<file path="config.mk">
export PLATFORM = sky130hd
export DESIGN_NAME = audio_tx_timestamp_sync_tracker
export DESIGN_NICKNAME = d
export VERILOG_FILES = /design/src/hw/rtl/atts_pkg.sv /design/src/hw/rtl/atts_step.sv /design/src/hw/rtl/audio_tx_timestamp_sync_tracker.sv
export SDC_FILE = /design/constraint.sdc
export NUM_CORES = 1
export LEC_CHECK = 0
export BUFFER_PORTS_ARGS = -buffer_cell sky130_fd_sc_hd__clkbuf_2
export CORE_ASPECT_RATIO = 0.5
export CORE_MARGIN = 2
export CORE_UTILIZATION = 30
export DETAILED_ROUTE_END_ITERATION = 16
export PLACE_DENSITY_LB_ADDON = 0.1
export SYNTH_ARGS = -nofsm -noshare
export SYNTH_HDL_FRONTEND = slang
export SYNTH_SLANG_ARGS = --single-unit
</file>
<file path="constraint.sdc">
create_clock -name clk -period 38.6 [get_ports clk]
set_input_delay 3.86 -clock clk [delete_from_list [all_inputs] [get_ports clk]]
set_output_delay 3.86 -clock clk [all_outputs]
set_load 0.02 [all_outputs]
</file>
<file path="src/hw/rtl/atts_pkg.sv">
`timescale 1ns / 1ps

package atts_pkg;

  localparam int INTERVAL_W = 20;
  localparam int STREAMS_W  = 8;
  localparam int WORD_W     = 32;
  localparam int STATUS_W   = 3;
  localparam int COUNT_W    = 8;
  localparam int CFG_IDX_W  = 2;

  localparam logic [STATUS_W-1:0] ST_OK         = 3'd0;
  localparam logic [STATUS_W-1:0] ST_BAD_INTVL  = 3'd1;
  localparam logic [STATUS_W-1:0] ST_FLUSHED    = 3'd2;
  localparam logic [STATUS_W-1:0] ST_NONE_SENT  = 3'd3;
  localparam logic [STATUS_W-1:0] ST_READ_FAIL  = 3'd4;
  localparam logic [STATUS_W-1:0] ST_EARLY_ERR  = 3'd5;

  localparam logic [CFG_IDX_W-1:0] REG_RESYNC_PERIOD = 2'd0;
  localparam logic [CFG_IDX_W-1:0] REG_RAPID_LIMIT   = 2'd1;
  localparam logic [CFG_IDX_W-1:0] REG_DEVICE_ROLE   = 2'd2;

  localparam logic [WORD_W-1:0]  RESYNC_PERIOD_RST = 32'd1000000;
  localparam logic [COUNT_W-1:0] RAPID_LIMIT_RST   = 8'd20;
  localparam logic [COUNT_W-1:0] COUNT_MAX         = 8'hFF;

  localparam logic ROLE_HEADSET = 1'b0;

  // first field in the highest bits
  typedef struct packed {
    logic [2:0]            pad;
    logic                  ctlr_read_ok;
    logic [WORD_W-1:0]     ctlr_ts_us;
    logic [WORD_W-1:0]     now_us;
    logic [STREAMS_W-1:0]  streams_sent;
    logic [INTERVAL_W-1:0] interval_us;
  } in_item_t;

  typedef struct packed {
    logic                  pad;
    logic                  flush_scheduled;
    logic                  rapid_alarm;
    logic [COUNT_W-1:0]    rapid_count;
    logic [WORD_W-1:0]     corr_offset_us;
    logic [WORD_W-1:0]     wall_ts_us;
    logic [WORD_W-1:0]     sync_ts_us;
    logic                  publish;
    logic                  frame_ts_attached;
    logic [WORD_W-1:0]     frame_ts_us;
    logic [STATUS_W-1:0]   status;
  } result_t;

  typedef struct packed {
    logic [WORD_W-1:0]  resync_period_us;
    logic [COUNT_W-1:0] rapid_limit;
    logic               device_role;
  } cfg_t;

  typedef struct packed {
    logic               estimate_valid;
    logic               flush_pending;
    logic [COUNT_W-1:0] rapid_counter;
  } ctl_state_t;

endpackage

</file>
<file path="src/hw/rtl/atts_step.sv">
`timescale 1ns / 1ps

module atts_step
  import atts_pkg::*;
#(
  parameter int TIME_WIDTH = 32
) (
  input  in_item_t              item,
  input  cfg_t                  cfg,
  input  ctl_state_t            ctl,
  input  logic [TIME_WIDTH-1:0] estimate_us,
  input  logic [TIME_WIDTH-1:0] last_ctlr_ts_us,
  input  logic [TIME_WIDTH-1:0] last_correction_us,
  output ctl_state_t            ctl_nxt,
  output logic [TIME_WIDTH-1:0] estimate_us_nxt,
  output logic [TIME_WIDTH-1:0] last_ctlr_ts_us_nxt,
  output logic [TIME_WIDTH-1:0] last_correction_us_nxt,
  output result_t               res
);

  localparam int XW = ((TIME_WIDTH > WORD_W) ? TIME_WIDTH : WORD_W) + 1;

  logic [XW-1:0]         now_x, ctlr_x, intvl_x, period_x, age_x, since_x;
  logic [XW-1:0]         fts_x, sync_x;
  logic [TIME_WIDTH-1:0] now_t, ctlr_t, intvl_t, est_adv, est_work, diff_t;
  logic [TIME_WIDTH-1:0] age_t, since_t;
  logic signed [XW-1:0]  diff_s, half_s;
  logic                  resync, early, abandon;

  always_comb begin
    now_x    = XW'(item.now_us);
    ctlr_x   = XW'(item.ctlr_ts_us);
    intvl_x  = XW'(item.interval_us);
    period_x = XW'(cfg.resync_period_us);
    now_t    = now_x[TIME_WIDTH-1:0];
    ctlr_t   = ctlr_x[TIME_WIDTH-1:0];
    intvl_t  = intvl_x[TIME_WIDTH-1:0];

    est_adv  = estimate_us + intvl_t;
    age_t    = est_adv - last_ctlr_ts_us;
    age_x    = XW'(age_t);
    since_t  = now_t - last_correction_us;
    since_x  = XW'(since_t);
    diff_t   = ctlr_t - est_adv;
    diff_s   = XW'($signed(diff_t));
    half_s   = $signed(XW'(item.interval_us[INTERVAL_W-1:1]));

    ctl_nxt                = ctl;
    estimate_us_nxt        = estimate_us;
    last_ctlr_ts_us_nxt    = last_ctlr_ts_us;
    last_correction_us_nxt = last_correction_us;
    est_work               = est_adv;
    resync                 = 1'b0;
    early                  = 1'b0;
    abandon                = 1'b0;

    res        = '0;
    res.status = ST_OK;
    fts_x      = XW'(est_adv);
    sync_x     = '0;

    if (item.interval_us == '0) begin
      res.status = ST_BAD_INTVL;
      fts_x      = '0;
    end else begin
      estimate_us_nxt = est_adv;
      if (ctl.flush_pending) begin
        ctl_nxt.flush_pending  = 1'b0;
        ctl_nxt.estimate_valid = 1'b0;
        res.status             = ST_FLUSHED;
      end else begin
        res.frame_ts_attached = ctl.estimate_valid;
        if (item.streams_sent == '0) begin
          res.status = ST_NONE_SENT;
        end else begin
          resync = !ctl.estimate_valid || (age_x >= period_x);
          if (resync) begin
            if (!item.ctlr_read_ok) begin
              abandon    = 1'b1;
              res.status = ST_READ_FAIL;
            end else begin
              if (since_x < period_x) begin
                if (ctl.rapid_counter != COUNT_MAX) begin
                  ctl_nxt.rapid_counter = ctl.rapid_counter + 1'b1;
                end
              end else begin
                ctl_nxt.rapid_counter = '0;
              end
              res.corr_offset_us = diff_s[WORD_W-1:0];
              if (diff_s == '0) begin
                ctl_nxt.estimate_valid = 1'b1;
              end else if (diff_s > half_s) begin
                ctl_nxt.estimate_valid = 1'b0;
              end else if (diff_s < -half_s) begin
                ctl_nxt.estimate_valid = 1'b0;
                early                  = 1'b1;
                res.status             = ST_EARLY_ERR;
              end else begin
                ctl_nxt.estimate_valid = (cfg.device_role == ROLE_HEADSET);
              end
              if (!early) begin
                last_ctlr_ts_us_nxt    = ctlr_t;
                estimate_us_nxt        = ctlr_t;
                last_correction_us_nxt = now_t;
                est_work               = ctlr_t;
              end
            end
          end
          if (!abandon && !early) begin
            if (now_t > (est_work + intvl_t)) begin
              ctl_nxt.flush_pending  = 1'b1;
              ctl_nxt.estimate_valid = 1'b0;
            end
            res.publish    = 1'b1;
            sync_x         = XW'(est_work);
            res.wall_ts_us = now_x[WORD_W-1:0] & fts_mask(now_x);
          end
        end
      end
    end

    res.frame_ts_us     = fts_x[WORD_W-1:0];
    res.sync_ts_us      = sync_x[WORD_W-1:0];
    res.rapid_count     = ctl_nxt.rapid_counter;
    res.rapid_alarm     = (ctl_nxt.rapid_counter > cfg.rapid_limit);
    res.flush_scheduled = ctl_nxt.flush_pending;
  end

  // mask that keeps the low bits of the wall clock after reduction to the time width
  function automatic logic [WORD_W-1:0] fts_mask(input logic [XW-1:0] v);
    logic [XW-1:0] m;
    m = XW'({TIME_WIDTH{1'b1}});
    fts_mask = m[WORD_W-1:0] | {WORD_W{v[XW-1]}};
  endfunction

endmodule

</file>
<file path="src/hw/rtl/audio_tx_timestamp_sync_tracker.sv">
`timescale 1ns / 1ps
// Throughput: one frame per cycle unless out_tready stalls; one input
// register, one combinational step, one result register (driving out_tdata),
// with the tracking state updated as the result is loaded.
// Reset (rst_n low, synchronous): pipeline emptied, tracking state cleared to
// zero, configuration back to period 1000000 us, limit 20, headset role.

module audio_tx_timestamp_sync_tracker
  import atts_pkg::*;
#(
  parameter int TIME_WIDTH = 32
) (
  input  logic                 clk,
  input  logic                 rst_n,
  input  logic                 in_tvalid,
  output logic                 in_tready,
  // interval_us[19:0], streams_sent[27:20], now_us[59:28], ctlr_ts_us[91:60],
  // ctlr_read_ok[92], zero[95:93]
  input  logic [95:0]          in_tdata,
  output logic                 out_tvalid,
  input  logic                 out_tready,
  // status[2:0], frame_ts_us[34:3], frame_ts_attached[35], publish[36],
  // sync_ts_us[68:37], wall_ts_us[100:69], corr_offset_us[132:101],
  // rapid_count[140:133], rapid_alarm[141], flush_scheduled[142], zero[143]
  output logic [143:0]         out_tdata,
  input  logic                 cfg_valid,
  output logic                 cfg_ready,
  input  logic [CFG_IDX_W-1:0] cfg_index,
  input  logic [WORD_W-1:0]    cfg_data
);

  in_item_t              item_r;
  logic                  item_valid_r;
  result_t               res_r, res_nxt;
  logic                  out_valid_r;
  cfg_t                  cfg_r;
  ctl_state_t            ctl_r, ctl_nxt;
  logic [TIME_WIDTH-1:0] estimate_us_r, estimate_us_nxt;
  logic [TIME_WIDTH-1:0] last_ctlr_ts_us_r, last_ctlr_ts_us_nxt;
  logic [TIME_WIDTH-1:0] last_correction_us_r, last_correction_us_nxt;
  logic                  advance;

  assign advance    = item_valid_r && (!out_valid_r || out_tready);
  assign in_tready  = !item_valid_r || advance;
  assign out_tvalid = out_valid_r;
  assign out_tdata  = res_r;
  assign cfg_ready  = 1'b1;

  atts_step #(
    .TIME_WIDTH (TIME_WIDTH)
  ) u_step (
    .item                   (item_r),
    .cfg                    (cfg_r),
    .ctl                    (ctl_r),
    .estimate_us            (estimate_us_r),
    .last_ctlr_ts_us        (last_ctlr_ts_us_r),
    .last_correction_us     (last_correction_us_r),
    .ctl_nxt                (ctl_nxt),
    .estimate_us_nxt        (estimate_us_nxt),
    .last_ctlr_ts_us_nxt    (last_ctlr_ts_us_nxt),
    .last_correction_us_nxt (last_correction_us_nxt),
    .res                    (res_nxt)
  );

  always_ff @(posedge clk) begin
    if (!rst_n) begin
      item_valid_r <= 1'b0;
    end else if (in_tready) begin
      item_valid_r <= in_tvalid;
    end
  end

  always_ff @(posedge clk) begin
    if (in_tvalid && in_tready) begin
      item_r <= in_item_t'(in_tdata);
    end
  end

  always_ff @(posedge clk) begin
    if (!rst_n) begin
      out_valid_r <= 1'b0;
    end else if (advance) begin
      out_valid_r <= 1'b1;
    end else if (out_tready) begin
      out_valid_r <= 1'b0;
    end
  end

  always_ff @(posedge clk) begin
    if (advance) begin
      res_r <= res_nxt;
    end
  end

  always_ff @(posedge clk) begin
    if (!rst_n) begin
      ctl_r                <= '0;
      estimate_us_r        <= '0;
      last_ctlr_ts_us_r    <= '0;
      last_correction_us_r <= '0;
    end else if (advance) begin
      ctl_r                <= ctl_nxt;
      estimate_us_r        <= estimate_us_nxt;
      last_ctlr_ts_us_r    <= last_ctlr_ts_us_nxt;
      last_correction_us_r <= last_correction_us_nxt;
    end
  end

  always_ff @(posedge clk) begin
    if (!rst_n) begin
      cfg_r.resync_period_us <= RESYNC_PERIOD_RST;
      cfg_r.rapid_limit      <= RAPID_LIMIT_RST;
      cfg_r.device_role      <= ROLE_HEADSET;
    end else if (cfg_valid && cfg_ready) begin
      case (cfg_index)
        REG_RESYNC_PERIOD: cfg_r.resync_period_us <= cfg_data;
        REG_RAPID_LIMIT:   cfg_r.rapid_limit      <= cfg_data[COUNT_W-1:0];
        REG_DEVICE_ROLE:   cfg_r.device_role      <= cfg_data[0];
        default: begin
        end
      endcase
    end
  end

  a_flush_taken: assert property (@(posedge clk) disable iff (!rst_n)
    advance && ctl_r.flush_pending && (item_r.interval_us != '0)
    |=> !ctl_r.flush_pending && !ctl_r.estimate_valid)
    else $error("pending flush not consumed");

  a_count_sat: assert property (@(posedge clk) disable iff (!rst_n)
    advance && (ctl_r.rapid_counter == COUNT_MAX)
    |=> (ctl_r.rapid_counter == COUNT_MAX) || (ctl_r.rapid_counter == '0))
    else $error("rapid counter wrapped");

  a_publish_ok: assert property (@(posedge clk) disable iff (!rst_n)
    out_valid_r && res_r.publish |-> (res_r.status == ST_OK))
    else $error("publish with non-ok status");

  a_bad_holds: assert property (@(posedge clk) disable iff (!rst_n)
    advance && (item_r.interval_us == '0)
    |=> $stable(estimate_us_r) && $stable(ctl_r))
    else $error("state changed on bad interval");

endmodule

</file>
==> results_dict.tcl <==
set metrics [dict create \
    vias 21600 \
    ys_types 102 \
    fin_area_um2 29900 \
    initial_core_util 0.303 \
    firstDrtPassIters 7 \
    syn_area_um2 26000 \
    dpl_cell_area_um2 28600 \
    cts_buffers 42 \
    fin_tns_setup_ns 0 \
    critPathKind "reg2reg" \
    routed_wl_um 87400 \
    drc 0 \
    crit_fanout 7 \
    path_common_cell "a21oi_1" \
    track_usage 0.194 \
    nets 3470 \
    min_path_type "reg2reg" \
    routedWlPerCell_um 20.5 \
    cp-start-kind "flip-flop" \
    core.rowCount 76 \
    setup-violations-final 0 \
    p_leak_nw 12.2 \
    htreeDepth 2 \
    reg2reg_depth 62 \
    hold_buffers 0 \
    synth_top_area_frac 0.272 \
    insertion_delay_ns 0.61 \
    ys_seq_elements 385 \
    max_freq_mhz 58.4 \
    holdPathStages 2 \
    grt_overflow 0 \
    cp_slowest_cell "mux2i_1" \
    async_flop_share 0 \
    yosysWarnings 0 \
    crit_required_ns 39.09 \
    slew_headroom 0.333 \
    ys_seq_area_frac 0.387 \
    io_buffer_count 276 \
    area_growth_syn_to_layout_pct 15.0 \
    grt_pass1_vias 20700 \
    status "finished, final reports clean" \
    synth.largest_area_cell "edfxtp_1" \
    coreArea_um2 86100 \
    grt_pass1_wl_um 131000 \
    clk_pin_slew_ns 0.06 \
    cts_buffer_depth 3 \
    ir_drop_mv 0.0314 \
    synth.most_common_cell "ha_1" \
    syn-num-nets 3237 \
    crit_path_end_kind "flip-flop" \
    fin_skew_ns 0.0246 \
    synth_top_flop_cell "edfxtp_1" \
    synth.area.top_cells "edfxtp_1 (27%), ha_1 (13%), dfxtp_1 (11%)" \
    hpwl_um 66700 \
    die_y_um 212 \
    first_iter_violations 1541 \
    postCtsSetupBuffers 0 \
    syn_inst 2823 \
    holdWs_ns 0.455 \
    min_period_over_period 0.444 \
    drv_cap 0 \
    root_buffer "clkbuf_16" \
    synth_edf_count 236 \
    cts.sinks 385 \
    grt_max_degree 69 \
    io_pins 282 \
    antenna_found_initial 1 \
    crit_arrival_ns 17.62 \
    final-hold-violation-count 0 \
    p_per_area_nw_per_um2 51.3 \
    gp_congestion 0.928 \
    min_period_ns 17.12 \
    cts_resized 0 \
    drtAntennaViolNets 0 \
    synthTopCellsByCount "ha_1 (274), edfxtp_1 (236), a21oi_1 (225)" \
    dieArea_um2 89300 \
    worstMarginPinSlew_ns 0.973 \
    nFillCells 8976 \
    viasPerCell 5.07 \
    syn_area_per_cell_um2 9.23 \
    layout-drive-gt1-share 0.142 \
    rsz0062_at_grt "no" \
    cpPeakStageDelay_ns 0.80 \
    maxSlewViolCount 0 \
    cts_tree "yes" \
    die_w_um 421 \
]
layer usage:
layer  track usage  vias up  share of wire
li1              -    10700              -
met1         0.278    10400           0.49
met2         0.303      435           0.44
met3        0.0298       95          0.046
met4        0.0480        2          0.021
met5             0        -       0.000092
report_power, final:
group          switching, mW  internal (mW)
clock network          0.189          0.223
registers             0.0212          0.472
logic                  0.385          0.245
state kept, by name (all words and copies together) (netlist names), 10 cells and up:
register,count
item_r,93
ctl_r,10
out_tdata,143
cfg_r,41
estimate_us_r,32
last_correction_us_r,32
last_ctlr_ts_us_r,32
placed cells by master, fill, tap and decap left out, types with 44 or more instances in the layout:
master	netlist	layout
and2_1	70	69
nand3_1	122	122
nor3_1	44	44
nand2_1	204	203
o21ai_0	158	158
dfxtp_1	149	149
edfxtp_1	236	236
inv_1	204	203
ha_1	274	274
xnor2_1	120	120
clkbuf_2	3	276
a21oi_1	225	225
nand4_1	44	44
a21o_1	62	61
nor2_1	220	217
cells by family after synthesis:
group / Yosys count / synth area share
and+or+nand+nor: 894 / 0.170
xor gates and xnor gates: 161 / 0.0562
DFF: 385 / 0.387
other: 2 / 0.000288
muxes: 47 / 0.0189
AOI/OAI and AO/OA: 732 / 0.180
buffers and inverters: 317 / 0.0497
adders and majority gates: 285 / 0.138
metrics by stage:
step	power, mW	instances	utilization	worst slack [ns]
2_1_floorplan	0.948	2823	-	26.37
3_5_place_dp	1.13	4182	0.332	21.78
4_1_cts	1.55	4258	0.348	21.66
5_1_grt	1.64	4258	0.348	20.25
3_3_place_gp	1.12	4182	0.332	21.90
6_report	1.53	4261	0.348	21.48
path summary, 6_finish.rpt:
check / startpoint / end / slack [ns]
min: cfg_r[40] / cfg_r[40] / 0.46
min reg2reg: cfg_r[40] / cfg_r[40] / 0.46
max reg2reg: item_r[0] / ctl_r[8] / 21.48
max: item_r[0] / ctl_r[8] / 21.48
final cells by class:
class / count / area [um^2] / area share
clock buffers: 48 / 1070 / 0.0359
diodes: 3 / 7.51 / 0.000251
multi-input cells: 2121 / 14700 / 0.492
repair buffers: 299 / 1550 / 0.0519
flip-flops and latches: 385 / 10100 / 0.336
inverters: 207 / 787 / 0.0263
well taps: 1170 / 1460 / 0.0489
clock inverters: 28 / 255 / 0.00852
worst max-delay path, delay by kind of cell (launching register included):
family	cells	cell delay [ns]
mux	2	1.04
xor+xnor	3	0.45
simple gates	13	2.37
buf+inv	1	0.11
flops	1	0.66
compound gates	36	9.74
fa+ha+maj	7	2.57
Note: power is estimated with default switching activity, not from simulation.
